===== src/design/sha256_pkg.sv =====
// Shared types, constants and tables for the single-block SHA-256 hash core.
package sha256_pkg;

   typedef enum logic [2:0] {
      ST_IDLE,
      ST_LOAD,
      ST_ROUND,
      ST_FINAL,
      ST_OUT
   } sha256_state_type;

   typedef logic [7:0][31:0]  sha256_vars_type;
   typedef logic [15:0][31:0] sha256_window_type;

   localparam logic [5:0] MAX_BYTES  = 6'd55;
   localparam logic [5:0] LAST_ROUND = 6'd63;
   localparam logic [2:0] LAST_WORD  = 3'd7;
   localparam logic [7:0] PAD_BYTE   = 8'h80;

   localparam logic [31:0] INIT_HASH [8] = '{
      32'h6a09e667, 32'hbb67ae85, 32'h3c6ef372, 32'ha54ff53a,
      32'h510e527f, 32'h9b05688c, 32'h1f83d9ab, 32'h5be0cd19
   };

   localparam logic [31:0] ROUND_K [64] = '{
      32'h428a2f98, 32'h71374491, 32'hb5c0fbcf, 32'he9b5dba5,
      32'h3956c25b, 32'h59f111f1, 32'h923f82a4, 32'hab1c5ed5,
      32'hd807aa98, 32'h12835b01, 32'h243185be, 32'h550c7dc3,
      32'h72be5d74, 32'h80deb1fe, 32'h9bdc06a7, 32'hc19bf174,
      32'he49b69c1, 32'hefbe4786, 32'h0fc19dc6, 32'h240ca1cc,
      32'h2de92c6f, 32'h4a7484aa, 32'h5cb0a9dc, 32'h76f988da,
      32'h983e5152, 32'ha831c66d, 32'hb00327c8, 32'hbf597fc7,
      32'hc6e00bf3, 32'hd5a79147, 32'h06ca6351, 32'h14292967,
      32'h27b70a85, 32'h2e1b2138, 32'h4d2c6dfc, 32'h53380d13,
      32'h650a7354, 32'h766a0abb, 32'h81c2c92e, 32'h92722c85,
      32'ha2bfe8a1, 32'ha81a664b, 32'hc24b8b70, 32'hc76c51a3,
      32'hd192e819, 32'hd6990624, 32'hf40e3585, 32'h106aa070,
      32'h19a4c116, 32'h1e376c08, 32'h2748774c, 32'h34b0bcb5,
      32'h391c0cb3, 32'h4ed8aa4a, 32'h5b9cca4f, 32'h682e6ff3,
      32'h748f82ee, 32'h78a5636f, 32'h84c87814, 32'h8cc70208,
      32'h90befffa, 32'ha4506ceb, 32'hbef9a3f7, 32'hc67178f2
   };

endpackage


===== src/design/sha256_single_block_hash_core.sv =====
// Single-block SHA-256 core: byte packing, padding, 64 rounds and digest output.
//
//   channel  direction  handshake          payload
//   req      in         req_valid/stall    message_byte, byte_valid, last
//   rsp      out        rsp_valid/stall    digest_word, too_long, last_word
//
// A byte word is taken each cycle while no hash is in progress.
// A word with last starts a load state, the rounds on the shared round
// unit and a finalize state, then eight digest words, one per rsp handshake.
// req_stall stays high from the last word until the eighth digest word leaves.
// Reset is synchronous and clears the byte store, counters and state.
module sha256_single_block_hash_core (
   input  logic        clock,
   input  logic        reset,
   input  logic        req_valid,
   output logic        req_stall,
   input  logic [7:0]  req_message_byte,
   input  logic        req_byte_valid,
   input  logic        req_last,
   output logic        rsp_valid,
   input  logic        rsp_stall,
   output logic [31:0] rsp_digest_word,
   output logic        rsp_too_long,
   output logic        rsp_last_word
);

   sha256_pkg::sha256_state_type  state_ff;
   sha256_pkg::sha256_state_type  state_in;
   logic [3:0][7:0]               msg_ff [14];
   logic [5:0]                    count_ff;
   logic                          overflow_ff;
   logic [5:0]                    round_ff;
   logic [2:0]                    out_cnt_ff;
   sha256_pkg::sha256_vars_type   vars_ff;
   sha256_pkg::sha256_window_type window_ff;
   sha256_pkg::sha256_window_type load_words;
   sha256_pkg::sha256_vars_type   vars_next;
   logic [31:0]                   sched_next;
   logic                          req_take;
   logic                          rsp_take;

   assign req_take = req_valid && !req_stall;
   assign rsp_take = rsp_valid && !rsp_stall;

   assign req_stall       = (state_ff != sha256_pkg::ST_IDLE);
   assign rsp_valid       = (state_ff == sha256_pkg::ST_OUT);
   assign rsp_digest_word = vars_ff[0];
   assign rsp_too_long    = overflow_ff;
   assign rsp_last_word   = (out_cnt_ff == sha256_pkg::LAST_WORD);

   sha256_round u_round (
      .vars       (vars_ff),
      .window     (window_ff),
      .round_k    (sha256_pkg::ROUND_K[round_ff]),
      .vars_next  (vars_next),
      .sched_next (sched_next)
   );

   // pad the stored bytes and append the bit length
   always_comb begin
      for (int i = 0; i < 14; i++) begin
         load_words[i] = msg_ff[i];
         if (count_ff[5:2] == 4'(i)) begin
            load_words[i][{2'd3 - count_ff[1:0], 3'd0} +: 8] = sha256_pkg::PAD_BYTE;
         end
      end
      load_words[14] = '0;
      load_words[15] = {23'd0, count_ff, 3'd0};
   end

   always_comb begin
      state_in = state_ff;
      unique case (state_ff)
         sha256_pkg::ST_IDLE: begin
            if (req_take && req_last) begin
               state_in = sha256_pkg::ST_LOAD;
            end
         end
         sha256_pkg::ST_LOAD: begin
            state_in = sha256_pkg::ST_ROUND;
         end
         sha256_pkg::ST_ROUND: begin
            if (round_ff == sha256_pkg::LAST_ROUND) begin
               state_in = sha256_pkg::ST_FINAL;
            end
         end
         sha256_pkg::ST_FINAL: begin
            state_in = sha256_pkg::ST_OUT;
         end
         sha256_pkg::ST_OUT: begin
            if (rsp_take && rsp_last_word) begin
               state_in = sha256_pkg::ST_IDLE;
            end
         end
         default: begin
            state_in = sha256_pkg::ST_IDLE;
         end
      endcase
   end

   always_ff @(posedge clock) begin
      if (reset) begin
         state_ff <= sha256_pkg::ST_IDLE;
      end else begin
         state_ff <= state_in;
      end
   end

   always_ff @(posedge clock) begin
      if (reset) begin
         for (int i = 0; i < 14; i++) begin
            msg_ff[i] <= '0;
         end
         count_ff    <= '0;
         overflow_ff <= 1'b0;
         round_ff    <= '0;
         out_cnt_ff  <= '0;
      end else begin
         unique case (state_ff)
            sha256_pkg::ST_IDLE: begin
               if (req_take && req_byte_valid) begin
                  if (count_ff < sha256_pkg::MAX_BYTES) begin
                     msg_ff[count_ff[5:2]][2'd3 - count_ff[1:0]] <= req_message_byte;
                     count_ff <= count_ff + 6'd1;
                  end else begin
                     overflow_ff <= 1'b1;
                  end
               end
            end
            sha256_pkg::ST_LOAD: begin
               for (int i = 0; i < 14; i++) begin
                  msg_ff[i] <= '0;
               end
               count_ff <= '0;
               round_ff <= '0;
            end
            sha256_pkg::ST_ROUND: begin
               round_ff <= round_ff + 6'd1;
            end
            sha256_pkg::ST_FINAL: begin
               out_cnt_ff <= '0;
            end
            sha256_pkg::ST_OUT: begin
               if (rsp_take) begin
                  out_cnt_ff <= out_cnt_ff + 3'd1;
                  if (rsp_last_word) begin
                     overflow_ff <= 1'b0;
                  end
               end
            end
            default: begin
               round_ff <= '0;
            end
         endcase
      end
   end

   always_ff @(posedge clock) begin
      unique case (state_ff)
         sha256_pkg::ST_LOAD: begin
            window_ff <= load_words;
            for (int i = 0; i < 8; i++) begin
               vars_ff[i] <= sha256_pkg::INIT_HASH[i];
            end
         end
         sha256_pkg::ST_ROUND: begin
            vars_ff <= vars_next;
            for (int i = 0; i < 15; i++) begin
               window_ff[i] <= window_ff[i + 1];
            end
            window_ff[15] <= sched_next;
         end
         sha256_pkg::ST_FINAL: begin
            for (int i = 0; i < 8; i++) begin
               vars_ff[i] <= overflow_ff ? 32'd0 : sha256_pkg::INIT_HASH[i] + vars_ff[i];
            end
         end
         sha256_pkg::ST_OUT: begin
            if (rsp_take) begin
               for (int i = 0; i < 7; i++) begin
                  vars_ff[i] <= vars_ff[i + 1];
               end
            end
         end
         default: begin
            vars_ff <= vars_ff;
         end
      endcase
   end

   a_last_starts_load: assert property (@(posedge clock) disable iff (reset)
      req_take && req_last |=> state_ff == sha256_pkg::ST_LOAD)
      else $error("last word did not start a hash");

   a_count_bounded: assert property (@(posedge clock) disable iff (reset)
      count_ff <= sha256_pkg::MAX_BYTES)
      else $error("byte count past block limit");

   a_too_long_zero: assert property (@(posedge clock) disable iff (reset)
      rsp_valid && rsp_too_long |-> rsp_digest_word == 32'd0)
      else $error("too_long digest word not zero");

   a_round_idle_zero: assert property (@(posedge clock) disable iff (reset)
      state_ff == sha256_pkg::ST_IDLE |-> round_ff == 6'd0)
      else $error("round counter not cleared");

   a_done_clears: assert property (@(posedge clock) disable iff (reset)
      rsp_take && rsp_last_word |=> count_ff == 6'd0 && !overflow_ff
         && state_ff == sha256_pkg::ST_IDLE)
      else $error("message state not cleared after digest");

endmodule


===== src/design/sha256_round.sv =====
// One SHA-256 compression round and the next message schedule word.
module sha256_round (
   input  sha256_pkg::sha256_vars_type   vars,
   input  sha256_pkg::sha256_window_type window,
   input  logic [31:0]                   round_k,
   output sha256_pkg::sha256_vars_type   vars_next,
   output logic [31:0]                   sched_next
);

   function automatic logic [31:0] rotr(input logic [31:0] x, input int n);
      rotr = (x >> n) | (x << (32 - n));
   endfunction

   logic [31:0] big_s0;
   logic [31:0] big_s1;
   logic [31:0] ch;
   logic [31:0] maj;
   logic [31:0] t_one;
   logic [31:0] t_two;
   logic [31:0] small_s0;
   logic [31:0] small_s1;

   always_comb begin
      big_s1 = rotr(vars[4], 6) ^ rotr(vars[4], 11) ^ rotr(vars[4], 25);
      big_s0 = rotr(vars[0], 2) ^ rotr(vars[0], 13) ^ rotr(vars[0], 22);
      ch     = (vars[4] & vars[5]) ^ (~vars[4] & vars[6]);
      maj    = (vars[0] & vars[1]) ^ (vars[0] & vars[2]) ^ (vars[1] & vars[2]);
      t_one  = vars[7] + big_s1 + ch + round_k + window[0];
      t_two  = big_s0 + maj;

      vars_next[7] = vars[6];
      vars_next[6] = vars[5];
      vars_next[5] = vars[4];
      vars_next[4] = vars[3] + t_one;
      vars_next[3] = vars[2];
      vars_next[2] = vars[1];
      vars_next[1] = vars[0];
      vars_next[0] = t_one + t_two;

      small_s0   = rotr(window[1], 7) ^ rotr(window[1], 18) ^ (window[1] >> 3);
      small_s1   = rotr(window[14], 17) ^ rotr(window[14], 19) ^ (window[14] >> 10);
      sched_next = small_s1 + window[9] + small_s0 + window[0];
   end

endmodule


===== config.mk =====
export PLATFORM = sky130hd
export DESIGN_NAME = sha256_single_block_hash_core
export DESIGN_NICKNAME = d
export VERILOG_FILES = /design/src/design/sha256_pkg.sv /design/src/design/sha256_single_block_hash_core.sv /design/src/design/sha256_round.sv
export SDC_FILE = /design/constraint.sdc
export NUM_CORES = 2
export LEC_CHECK = 0
export BUFFER_PORTS_ARGS = -buffer_cell sky130_fd_sc_hd__buf_2
export CORE_UTILIZATION = 35
export CTS_CLUSTER_SIZE = 25
export DETAILED_ROUTE_END_ITERATION = 8
export PLACE_DENSITY_LB_ADDON = 0.3
export SETUP_SLACK_MARGIN = 0.2
export SYNTH_ARGS = -nofsm -noshare
export SYNTH_HDL_FRONTEND = slang
export SYNTH_SLANG_ARGS = --single-unit

===== constraint.sdc =====
create_clock -name clock -period 38.2 [get_ports clock]
set_input_delay 7.64 -clock clock [delete_from_list [all_inputs] [get_ports clock]]
set_output_delay 7.64 -clock clock [all_outputs]
set_load 0.02 [all_outputs]

==> impl_metrics.tcl <==
set metrics [dict create \
    cts_hold_buf 0 \
    slew_headroom_pct 17.8 \
    cts-root-buf "clkbuf_16" \
    synth_ff_type "edfxtp_1" \
    grt_use_total_pct 21.2 \
    end_kind "output port" \
    synth_top_family_by_area "simple AND/OR/NAND/NOR gates" \
    grt_max_degree 236 \
    drc_errors 0 \
    ys_seq_area_share_pct 50.5 \
    critPathMaxFanout 9 \
    cts_tree "yes" \
    syn_avg_cell_area_um2 10.2 \
    async_flop_share_pct 0 \
    clkSinkCount 1235 \
    synth-simple-area-share_pct 16.6 \
    dieArea_um2 211000 \
    num_io_pins 50 \
    ys_ff_latch 1235 \
    period_share_pct 26.4 \
    avgRoutedWirePerCell_um 23.0 \
    row_count 167 \
    drtAntennaViolNets 0 \
    synthMuxAreaShare_pct 0.673 \
    insertion_delay_ns 0.79 \
    yosysWarnings 0 \
    wl_mm 227 \
    max_freq_mhz 99.2 \
    first_iter_violations 5404 \
    via_per_inst 5.42 \
    postSynthCellCount 7151 \
    cts_max_level 4 \
    worstMarginPinSlew_ns 1.22 \
    port_buffers 49 \
    synth_adder_area_share_pct 7.94 \
    path_class "flop to output port" \
    start_util_pct 35.3 \
    fin_tns_setup_ns 0 \
    fp.dieH_um 459 \
    period_needed_ns 10.08 \
    synth_compound_area_share_pct 12.5 \
    nNetsFinal 7316 \
    grt_setup_unrepaired "no" \
    whs_ns 0.484 \
    finalSetupViolations 0 \
    synth-edff-count 1216 \
    grt_overflow 0 \
    run_status "complete, no violations" \
    start_kind "flop" \
    maxSlewViolCount 0 \
    min_path_type "flop to flop" \
    grt_pass1_vias 51700 \
    ys_top_cells_by_area "edfxtp_1 (50%), nand2_1 (5.1%), fa_1 (5.1%)" \
    cts_setup_buffers 0 \
    synth_area_um2 73100 \
    critPathArrivalTime_ns 2.44 \
    post_cts_resized 0 \
    crit_required_ns 30.56 \
    grt_pass1_wl_mm 337 \
    synth_xor_area_share_pct 6.98 \
    first_pass_iters 8 \
    synth_top_cell_area_share_pct 49.9 \
    core_area_um2 207000 \
    yosys.area.top_type "edfxtp_1" \
    fin_skew_ns 0.0426 \
    syn_to_final_growth_pct 9.83 \
    cts_buffers 139 \
    clock_path_buffers 3 \
    antenna_found_initial 6 \
    maxCapViolCount 0 \
    synth_cell_type_count 98 \
    dp_hpwl_mm 152 \
    vias 53400 \
    clk_pin_slew_worst_paths_ns 0.05 \
    layout-drive-gt1-share_pct 5.85 \
    finalHoldViolCount 0 \
    place.gp.congestion 0.919 \
    fp.dieW_um 459 \
]
final cells by class:
type                    instances  area (um^2)
diodes                          5         12.5
clock buffers                 183         3760
clock inverters                70          801
fillers                     20400       127000
inverters                     422         1590
multi-input cells            5018        32800
flip-flops and latches       1235        36900
well taps                    2788         3490
repair buffers                136          936
logic make-up (layout without fill, tap and decap cells):
kind of cell | after synthesis | count (layout)
simple gates | 2595 | 2595
fa+ha+maj | 352 | 352
xor+xnor | 583 | 583
flops | 1235 | 1235
buf+inv | 905 | 811
mux | 40 | 40
compound gates | 1440 | 1440
other cells | 1 | 13
registers in the layout, summed over array words and instances (netlist names):
signal           count
count_ff             6
round_ff             6
rsp_digest_word     32
rsp_too_long         1
vars_ff            224
out_cnt_ff           3
state_ff             3
msg_ff             448
window_ff          512
per-stage QoR:
stage | cells | worst slack (ns) | area (um^2) | util, %
after CTS | 9852 | 28.07 | 80300 | 38.7
final | 9857 | 28.12 | 80300 | 38.7
after global placement | 9599 | 27.45 | 75700 | 36.5
after floorplan | 7158 | 14.62 | 73100 | -
after detailed placement | 9599 | 27.43 | 75700 | 36.5
after global routing | 9854 | 27.97 | 80300 | 38.7
cell usage after synthesis, types with 16 or more instances:
cell type,count
a211oi_1,28
a21o_1,99
a21oi_1,337
a22o_1,32
a22oi_1,97
a311oi_1,17
a31oi_1,42
and2_1,484
and3_1,28
buf_1,45
buf_4,32
clkbuf_1,392
dfxtp_1,19
edfxtp_1,1216
fa_1,187
ha_1,163
inv_1,419
mux2i_1,30
nand2_1,1000
nand2b_1,37
nand3_1,398
nand4_1,18
nor2_1,454
nor2b_1,26
nor3_1,71
nor4_1,16
o211ai_1,30
o21a_1,27
o21ai_0,422
o21ai_1,20
o21bai_1,26
o221ai_1,27
o22ai_1,94
o31ai_1,21
or3_1,18
xnor2_1,360
xor2_1,223
critical path: stages, from the launching register on:
cell	delay, ns
dfxtp_1	0.44
nor2_1	0.80
nand2_4	0.10
inv_4	0.15
buf_2	0.19
path summary, 6_finish.rpt:
path	from	endpoint	slack (ns)	depth (start not counted)
setup / recovery	state_ff[1]	rsp_valid	28.12	4
hold reg to reg	out_cnt_ff[1]	out_cnt_ff[1]	0.48	2
setup reg to reg	round_ff[0]	rsp_digest_word[28]	28.71	36
hold / removal	out_cnt_ff[1]	out_cnt_ff[1]	0.48	2
layout by cell type (no fill, tap or decap), types with 94 or more instances in the layout:
| cell type | netlist | final |
|---|---|---|
| o22ai_1 | 94 | 94 |
| inv_1 | 419 | 418 |
| a21o_1 | 99 | 99 |
| xnor2_1 | 360 | 360 |
| ha_1 | 163 | 163 |
| edfxtp_1 | 1216 | 1216 |
| and2_1 | 484 | 484 |
| fa_1 | 187 | 187 |
| nand3_1 | 398 | 398 |
| nand2_1 | 1000 | 996 |
| o21ai_0 | 422 | 421 |
| a21oi_1 | 337 | 337 |
| nor2_1 | 454 | 449 |
| a22oi_1 | 97 | 97 |
| xor2_1 | 223 | 223 |
| clkbuf_16 | 0 | 143 |
metal layers:
metal | global-route usage, % | part of all wire, % | vias to the layer above
li1 | - | - | 24600
met5 | 0 | 0.014 | -
met3 | 4.17 | 7.6 | 366
met4 | 7.12 | 3.3 | 4
met1 | 28.7 | 43 | 26600
met2 | 34.0 | 46 | 1868
Power is left out: the tool's default activity adds up to more than one toggle a clock period on the data nets, which glitch-free logic cannot reach.
